File: src/rtl/core/sack_pkg.sv
// sack_pkg: shared widths, codes and controller/datapath handshake types
// for the selective-ack scoreboard core. No dependencies.
package sack_pkg;

    localparam int SEQ_W     = 64;   // sequence numbers
    localparam int BITMAP_W  = 64;   // selective bitmap reach, both directions
    localparam int BIT_IDX_W = 6;    // bit index into a bitmap
    localparam int SEND_W    = 11;   // send_bytes field
    localparam int BYTES_W   = 17;   // in-flight byte counter
    localparam int CWND_W    = 32;   // congestion window
    localparam int FREED_W   = 7;    // released-slot count

    localparam logic [CWND_W-1:0] RESET_WINDOW = 32'd12000;

    localparam logic MODE_SEND = 1'b0;
    localparam logic MODE_RECV = 1'b1;

    // commands from controller to datapath
    typedef struct packed {
        logic load;         // latch the request, clear per-request results
        logic send_commit;  // claim the slot under the scan pointer
        logic send_next;    // step the scan pointer
        logic recv_mark;    // mark the peer sequence in the receive window
        logic recv_run;     // slot release scan and ack advance
        logic finish;       // load the response register
    } ctrl_cmd_t;

    // status from datapath to controller
    typedef struct packed {
        logic is_recv;
        logic send_ok;      // in-flight bytes below window
        logic slot_free;    // slot under the scan pointer is free
        logic scan_last;    // scan pointer on the last slot
        logic recv_done;    // scan issued, pipe drained, ack settled
        logic out_free;     // response register can take a new result
    } dp_status_t;

endpackage

File: src/rtl/core/sack_ctrl.sv
// sack_ctrl: request sequencer of the selective-ack scoreboard.
// Depends on sack_pkg (command/status types); drives sack_datapath.
module sack_ctrl (
    input  logic                 clk,
    input  logic                 rst_n,
    input  logic                 req_valid,
    output logic                 req_ready,
    input  sack_pkg::dp_status_t status,
    output sack_pkg::ctrl_cmd_t  cmd
);

    typedef enum logic [2:0] {
        ST_IDLE,
        ST_DISPATCH,
        ST_SEND_SCAN,
        ST_RECV_RUN,
        ST_FINISH
    } state_t;

    state_t state_reg;
    logic   ready_reg;

    assign req_ready = ready_reg;

    always_comb
    begin
        cmd = '0;
        unique case (state_reg)
            ST_IDLE:      cmd.load = req_valid && ready_reg;
            ST_DISPATCH:  cmd.recv_mark = status.is_recv;
            ST_SEND_SCAN:
            begin
                cmd.send_commit = status.slot_free;
                cmd.send_next   = !status.slot_free && !status.scan_last;
            end
            ST_RECV_RUN:  cmd.recv_run = 1'b1;
            ST_FINISH:    cmd.finish = status.out_free;
            default:      cmd = '0;
        endcase
    end

    always_ff @(posedge clk or negedge rst_n)
    begin
        if (!rst_n)
        begin
            state_reg <= ST_IDLE;
            ready_reg <= 1'b1;
        end
        else
        begin
            unique case (state_reg)
                ST_IDLE:
                begin
                    if (req_valid && ready_reg)
                    begin
                        state_reg <= ST_DISPATCH;
                        ready_reg <= 1'b0;
                    end
                end
                ST_DISPATCH:
                begin
                    priority if (status.is_recv)
                        state_reg <= ST_RECV_RUN;
                    else if (status.send_ok)
                        state_reg <= ST_SEND_SCAN;
                    else
                        state_reg <= ST_FINISH;   // window full: refused
                end
                ST_SEND_SCAN:
                begin
                    if (status.slot_free || status.scan_last)
                        state_reg <= ST_FINISH;
                end
                ST_RECV_RUN:
                begin
                    if (status.recv_done)
                        state_reg <= ST_FINISH;
                end
                ST_FINISH:
                begin
                    if (status.out_free)
                    begin
                        state_reg <= ST_IDLE;
                        ready_reg <= 1'b1;
                    end
                end
                default:
                begin
                    state_reg <= ST_IDLE;
                    ready_reg <= 1'b1;
                end
            endcase
        end
    end

endmodule

File: config.mk
export PLATFORM = sky130hd
export DESIGN_NAME = sack_ctrl
export DESIGN_NICKNAME = d
export VERILOG_FILES = /design/src/rtl/core/sack_pkg.sv /design/src/rtl/core/sack_ctrl.sv
export SDC_FILE = /design/constraint.sdc
export NUM_CORES = 1
export LEC_CHECK = 0
export ABC_AREA = 1
export BUFFER_PORTS_ARGS = -buffer_cell sky130_fd_sc_hd__buf_4
export CAP_MARGIN = 10
export CORE_AREA = 5 5 42 44
export CTS_BUF_LIST = sky130_fd_sc_hd__clkbuf_4 sky130_fd_sc_hd__clkbuf_8
export DETAILED_ROUTE_END_ITERATION = 10
export DIE_AREA = 0 0 47 49
export PLACE_DENSITY_LB_ADDON = 0.25
export SYNTH_ARGS = -nofsm -noshare
export SYNTH_HDL_FRONTEND = slang
export SYNTH_SLANG_ARGS = --single-unit
File: constraint.sdc
create_clock -name clk -period 2.5 [get_ports clk]
set_clock_uncertainty 0.2 [all_clocks]
set_input_delay 0.25 -clock clk [delete_from_list [all_inputs] [get_ports clk]]
set_output_delay 0.25 -clock clk [all_outputs]
set_load 0.05 [all_outputs]
### Yosys cells after proc, flatten, opt, wreduce, memory -nomap -nowiden

Index checks and enable logic that the tools add are counted.

* register bits after elaboration: 4
* input bits: 9
* output and inout port bits: 7

* eq/ne operators: 8
* mux-type cells: 15
* bitwise logic cells: 1
* reductions and logical operators: 9

Operators by type and width (count)
* $mux 3: 6
* $pmux 3 s5: 1
* $ne 2x2->1 const B: 4
* $eq 3x2->1 const B: 2
* $mux 1: 6
* $reduce_and 4->1: 1
* $eq 3x1->1 const B: 1
* $eq 3x3->1 const B: 1
* $logic_not 3->1: 1
* $pmux 1 s3: 1
* $reduce_and 3->1: 1
* $reduce_or 3->1: 1
* $logic_and 1x1->1: 2
* $logic_not 1->1: 2
* $mux 2: 1
* $logic_or 1x1->1: 1
* $not 1->1: 1

### Depth between registers and ports, before layout

Gate-level depths: netlist of run 1.

* word-level depth: 4
* depth in mapped cells: 6
* depth with buffers taken out: 6

### Worst setup path after synthesis of run 1

Ideal clock, no wire load.

* path type: register -> output
* from: register state_reg[0]
* to: output cmd[0] in the netlist's numbering
* arrival time: 1977 ps
* required time: 2050 ps
* slack: 73 ps
* stages on the path, launching flop included: 2
* path buffers: 0
* cell sequence: dfrtp_1 nor4_1

RTL lines
* from (decl): RTL line sack_ctrl.sv:20 `state_t state_reg;`
* from (signal assigned): RTL line sack_ctrl.sv:46 `state_reg <= ST_IDLE;`
* from (signal assigned): RTL line sack_ctrl.sv:56 `state_reg <= ST_DISPATCH;`
* from (signal assigned): RTL line sack_ctrl.sv:63 `state_reg <= ST_RECV_RUN;`
* to (decl): RTL line sack_ctrl.sv:9 `output sack_pkg::ctrl_cmd_t cmd`

==> results of run 1 <==
power breakdown:
| part | internal, mW | switching, mW |
|---|---|---|
| Combinational | 0.0956 | 0.199 |
| Sequential | 0.0968 | 0.0323 |
| Clock | 0.0708 | 0.0272 |
| Total | 0.263 | 0.258 |
kinds of logic after synthesis:
kind of cell           count (synthesis)  synth area share, %
flip-flops                             4                 35.7
buffers and inverters                 11                 14.5
AO/OA/AOI/OAI                          3                 5.28
AND/OR/NAND/NOR                       26                 44.5
metrics by stage:
step           setup slack, ns  power (mW)  std cells
3_3_place_gp             0.972       0.430         75
3_5_place_dp             0.981       0.426         75
2_1_floorplan           0.0731       0.344         44
6_report                 0.741       0.521         80
4_1_cts                  0.721       0.532         80
5_1_grt                  0.574       0.567         80
path summary, 6_finish.rpt:
check | startpoint | cells after the start | slack (ns) | to
min reg2reg | req_ready | 2 | 0.28 | req_ready
max in group asynchronous | rst_n | 2 | 1.76 | req_ready
max | state_reg[0] | 4 | 0.74 | cmd[5]
min | status[1] | 4 | 0.07 | state_reg[0]
min in group asynchronous | rst_n | 2 | 0.14 | state_reg[0]
max reg2reg | state_reg[0] | 6 | 1.16 | state_reg[2]
worst min-delay path, stage by stage:
cell and delay, ns:
buf_4 0.08, nor3_2 0.04, inv_1 0.04, nand2_1 0.05
layout by cell type, fill, tap and decap left out:
cell type,n
or2_1,1
dlygate4sd3_1,1
buf_4,15
nor4_1,1
clkbuf_4,4
o21ai_0,1
nand2_1,9
inv_2,2
dfrtp_1,3
nand3_1,6
nor2_1,4
nor3_2,1
dfstp_2,1
nand4_1,2
inv_1,9
nor2_2,2
a21oi_1,2
cell type report:
class | count | area, um^2 | share of cell area, %
Multi-Input combinational cell | 29 | 141 | 31.0
Timing Repair Buffer | 16 | 123 | 26.8
Sequential cell | 4 | 101 | 22.2
Inverter | 11 | 41.3 | 9.04
Clock buffer | 4 | 30.0 | 6.58
Tap cell | 16 | 20.0 | 4.38
routing by layer:
layer	global-route usage (%)	up-vias
li1	-	180
met1	7.98	131
met2	10.6	6
met3	1.85	0
met5	0	-
met4	6.91	0
==> results.json, run 1 <==
{
  "portBuffers": 15,
  "max-slew-margin-rel_pct": 82.9,
  "avgViaCountPerCell": 3.96,
  "synth_area_um2": 284,
  "die-area_mm2": 0.00230,
  "synthArstFlopShare_pct": 100,
  "place_congestion": 0.773,
  "holdWs_ns": 0.0703,
  "grt_usage_pct": 7.27,
  "crit_arrival_ns": 1.31,
  "synth_edf_count": 0,
  "dr_wl_met2_um": 383,
  "cp_max_fo": 7,
  "grt_pass1_vias": 304,
  "rsz0062_at_grt": "no",
  "post_cts_resized": 0,
  "dr.max_layer_used": "met3",
  "wl_met3_um": 54,
  "hold_viol_final": 0,
  "routedLengthMet1_um": 280,
  "clockBufferDepth": 2,
  "largest_register_ffs": 3,
  "ys.flop_type": "dfrtp_1",
  "dr_total_vias": 317,
  "syn_inst": 44,
  "yosysTopAreaCell": "dfrtp_1",
  "grt_antenna_before_repair": 0,
  "dr.pass1.iters": 2,
  "start_util_pct": 20.3,
  "synthTopCellsByArea": "dfrtp_1 (26%), inv_1 (12%), nand2_1 (12%)",
  "diodes": 0,
  "hold_buffers": 1,
  "die_y_um": 49,
  "ys_ff_latch": 4,
  "ant_nets": 0,
  "fmax_mhz": 568,
  "cpPeakStageDelay_ns": 0.43,
  "nets": 74,
  "post-route-min-period_ns": 1.76,
  "io_pins": 16,
  "crit_family": "flip-flops",
  "hold_class": "in -> reg",
  "timing.final.crit_share_pct": 70.4,
  "ys_types": 14,
  "drt-initial-drc-count": 5,
  "drv_slew": 0,
  "wl_per_cell_um": 8.98,
  "clk_latency_ns": 0.24,
  "ys_top_cells_by_count": "inv_1 (9), nand2_1 (9), nand3_1 (6)",
  "status": "finished clean",
  "yosysWarningCount": 0,
  "drive_above_1_share_pct": 39.1,
  "placedInstanceArea_um2": 417,
  "totalWireLength_um": 718,
  "critPathKind": "reg -> out",
  "path_cells": "nor2_1 -> nand2_1 -> nor2_1 -> buf_4",
  "area_delta_synth_final_pct": 60.8,
  "n_fill_cell": 160,
  "numCtsBuffers": 3,
  "grt_max_degree": 8,
  "cp-end-kind": "output pin",
  "tns_ns": 0,
  "grt_first_pass_wirelength_um": 1190,
  "max_slew.worst_pin.slew_ns": 0.254,
  "cts_tree": "built",
  "max_cap_violations": 0,
  "cts_setup_buffers": 0,
  "core-area_mm2": 0.00140,
  "clk_pin_slew_ns": 0.04,
  "startpoint_type": "register",
  "grt_remaining_overflow": 0,
  "pwr_density_cell_mw_per_mm2": 1140,
  "final_core_util_pct": 32.6,
  "synthDominantCellAreaShare_pct": 26.4,
  "drc": 0,
  "peakVddDrop_mv": 0.414,
  "root_buffer": "clkbuf_4",
  "clock_sinks": 4,
  "avgSynthCellArea_um2": 6.46,
  "power.leakage_nw": 0.268,
  "stdcell_area_um2": 457,
  "fp.dieW_um": 47,
  "h-tree-depth": 1,
  "critPathRequiredTime_ns": 2.05,
  "setup_viol": 0,
  "crit_path_frequent_cell": "nor2_1",
  "ys_seq_area_share_pct": 35.7,
  "crit_slowest_cell": "dfrtp_1",
  "hpwl_um": 595,
  "rows": 14,
  "synth.net_count": 53,
  "path_buf_inv": 1
}
Power figures use the tool's default switching activity.
==> inputs of run 2 (changes only) <==
==> constraint.sdc (replaced) <==
create_clock -name clk -period 1.76 [get_ports clk]
set_clock_uncertainty 0.2 [all_clocks]
set_input_delay 0.176 -clock clk [delete_from_list [all_inputs] [get_ports clk]]
set_output_delay 0.176 -clock clk [all_outputs]
set_load 0.05 [all_outputs]
==> run 2 against run 1 <==
Critical endpoint unchanged; setup slack worse by 0.64 ns; worst hold slack lost 0.014 ns; highest routed layer is now met4; critical path depth unchanged; count of clock-buffer cells in the layout is the same; sequential cell count unchanged; combinational power grew 45%; sequential share of layout area decreased by 0.99 points; sequential power is 49% higher; total power up 46%; die area is the same.
==> results.json, run 2 (synthesis gave the netlist of run 1 again) <==
{
  "status": "finished clean",
  "clockBufferDepth": 2,
  "startpoint_type": "register",
  "seqCellArea_um2": 101,
  "h-tree-depth": 1,
  "stdcell_area_um2": 478,
  "crit_arrival_ns": 1.28,
  "fp.dieW_um": 47,
  "ant_nets": 0,
  "grt_max_degree": 8,
  "cp_max_fo": 7,
  "grt_pass1_vias": 313,
  "wl_per_cell_um": 9.02,
  "cp-end-kind": "output pin",
  "rows": 14,
  "root_buffer": "clkbuf_4",
  "rsz0062_at_grt": "no",
  "place_congestion": 0.762,
  "start_util_pct": 20.3,
  "timing.final.crit_share_pct": 94.1,
  "crit_start": "state_reg[0]",
  "critPathRequiredTime_ns": 1.38,
  "die_y_um": 49,
  "core-area_mm2": 0.00140,
  "r2r-start": "state_reg[0]",
  "cpPeakStageDelay_ns": 0.45,
  "grt_remaining_overflow": 0,
  "drive_above_1_share_pct": 43.1,
  "grt_antenna_before_repair": 0,
  "path_buf_inv": 1,
  "hold_viol_final": 0,
  "final_cell_mix": "buf_4 (15), inv_1 (9), nand2_1 (9), nand3_1 (6)",
  "drv_slew": 0,
  "numCtsBuffers": 3,
  "diodes": 0,
  "largest_register_ffs": 3,
  "die-area_mm2": 0.00230,
  "crit_family": "flip-flops",
  "io_pins": 16,
  "clock_sinks": 4,
  "critPathKind": "reg -> out",
  "drc": 0,
  "path_cells": "nor2_2 -> nand2_1 -> nor2_2 -> buf_4",
  "portBuffers": 15,
  "placedInstanceArea_um2": 425,
  "cts_setup_buffers": 0,
  "totalWireLength_um": 731,
  "setup_viol": 0,
  "nets": 75,
  "grt_first_pass_wirelength_um": 1190,
  "area_delta_synth_final_pct": 68.3,
  "crit_path_frequent_cell": "nor2_2",
  "n_fill_cell": 167,
  "hpwl_um": 606,
  "cts_tree": "built",
  "multiInputGateArea_um2": 153,
  "grt_usage_pct": 7.43,
  "hold_class": "in -> async",
  "drt-initial-drc-count": 4,
  "crit_slowest_cell": "dfrtp_1",
  "peakVddDrop_mv": 0.700,
  "avgViaCountPerCell": 4.21,
  "post-route-min-period_ns": 1.66,
  "mostFrequentLayoutCell": "buf_4",
  "pwr_density_cell_mw_per_mm2": 1590,
  "power.leakage_nw": 0.273,
  "clk_pin_slew_ns": 0.04,
  "max_slew.worst_pin.slew_ns": 0.233,
  "dr.pass1.iters": 4,
  "max_cap_violations": 0,
  "fmax_mhz": 604,
  "dr_total_vias": 341,
  "final_core_util_pct": 34.1,
  "max-slew-margin-rel_pct": 84.3,
  "clk_latency_ns": 0.24
}
==> run 2: layout make-up <==
cell class | count | area share (%)
multi-input cells | 29 | 31.9
well taps | 16 | 4.19
repair buffers | 17 | 27.7
inverters | 11 | 8.64
clock buffers | 4 | 6.28
flip-flops and latches | 4 | 21.2
==> run 2: stage by stage <==
stage / TNS, ns / power (mW) / instances / hold slack, ns / setup slack (ns)
2_1_floorplan: -0.0272 / 0.499 / 44 / -0.320 / -0.0272
3_3_place_gp: 0 / 0.615 / 75 / -0.226 / 0.365
3_5_place_dp: 0 / 0.612 / 75 / -0.226 / 0.332
4_1_cts: 0 / 0.770 / 81 / 0.0448 / 0.0617
5_1_grt: 0 / 0.834 / 81 / 0.0507 / 0.0245
6_report: 0 / 0.762 / 81 / 0.0559 / 0.104
==> run 2: worst reg2reg max path, cell delays in order, from the launching register on <==
cell and delay (ns):
dfrtp_1 0.45, nor2_2 0.18, nand3_1 0.12, nand2_1 0.08
inv_1 0.05, nand3_1 0.07, nand2_1 0.05
==> run 2: power breakdown <==
group | leakage [nW] | internal (mW) | switching [mW]
Combinational | 0.205 | 0.142 | 0.285
Clock | 0.0184 | 0.101 | 0.0424
Sequential | 0.0493 | 0.137 | 0.0543
==> run 2: final timing paths <==
check / slack [ns] / cells past startpoint / endpoint
max: 0.10 / 4 / cmd[5]
min: 0.06 / 2 / state_reg[1]
max reg2reg: 0.44 / 6 / state_reg[2]
min reg2reg: 0.28 / 2 / req_ready
max in group asynchronous: 1.11 / 2 / req_ready
min in group clk: 0.07 / 4 / req_ready
==> run 2: what timing repair did <==
item | CTS | global route
gates resized for setup | 0 | 1
hold buffers | 2 | 0
setup endpoints to repair | 0 | 1
hold endpoints to repair | 5 | 0
==> run 2: per-layer routing <==
layer | GRT usage (%) | wire [um]
met2 | 10.9 | 380
met3 | 1.48 | 75
met5 | 0 | 0
met4 | 8.29 | 17
met1 | 7.80 | 258
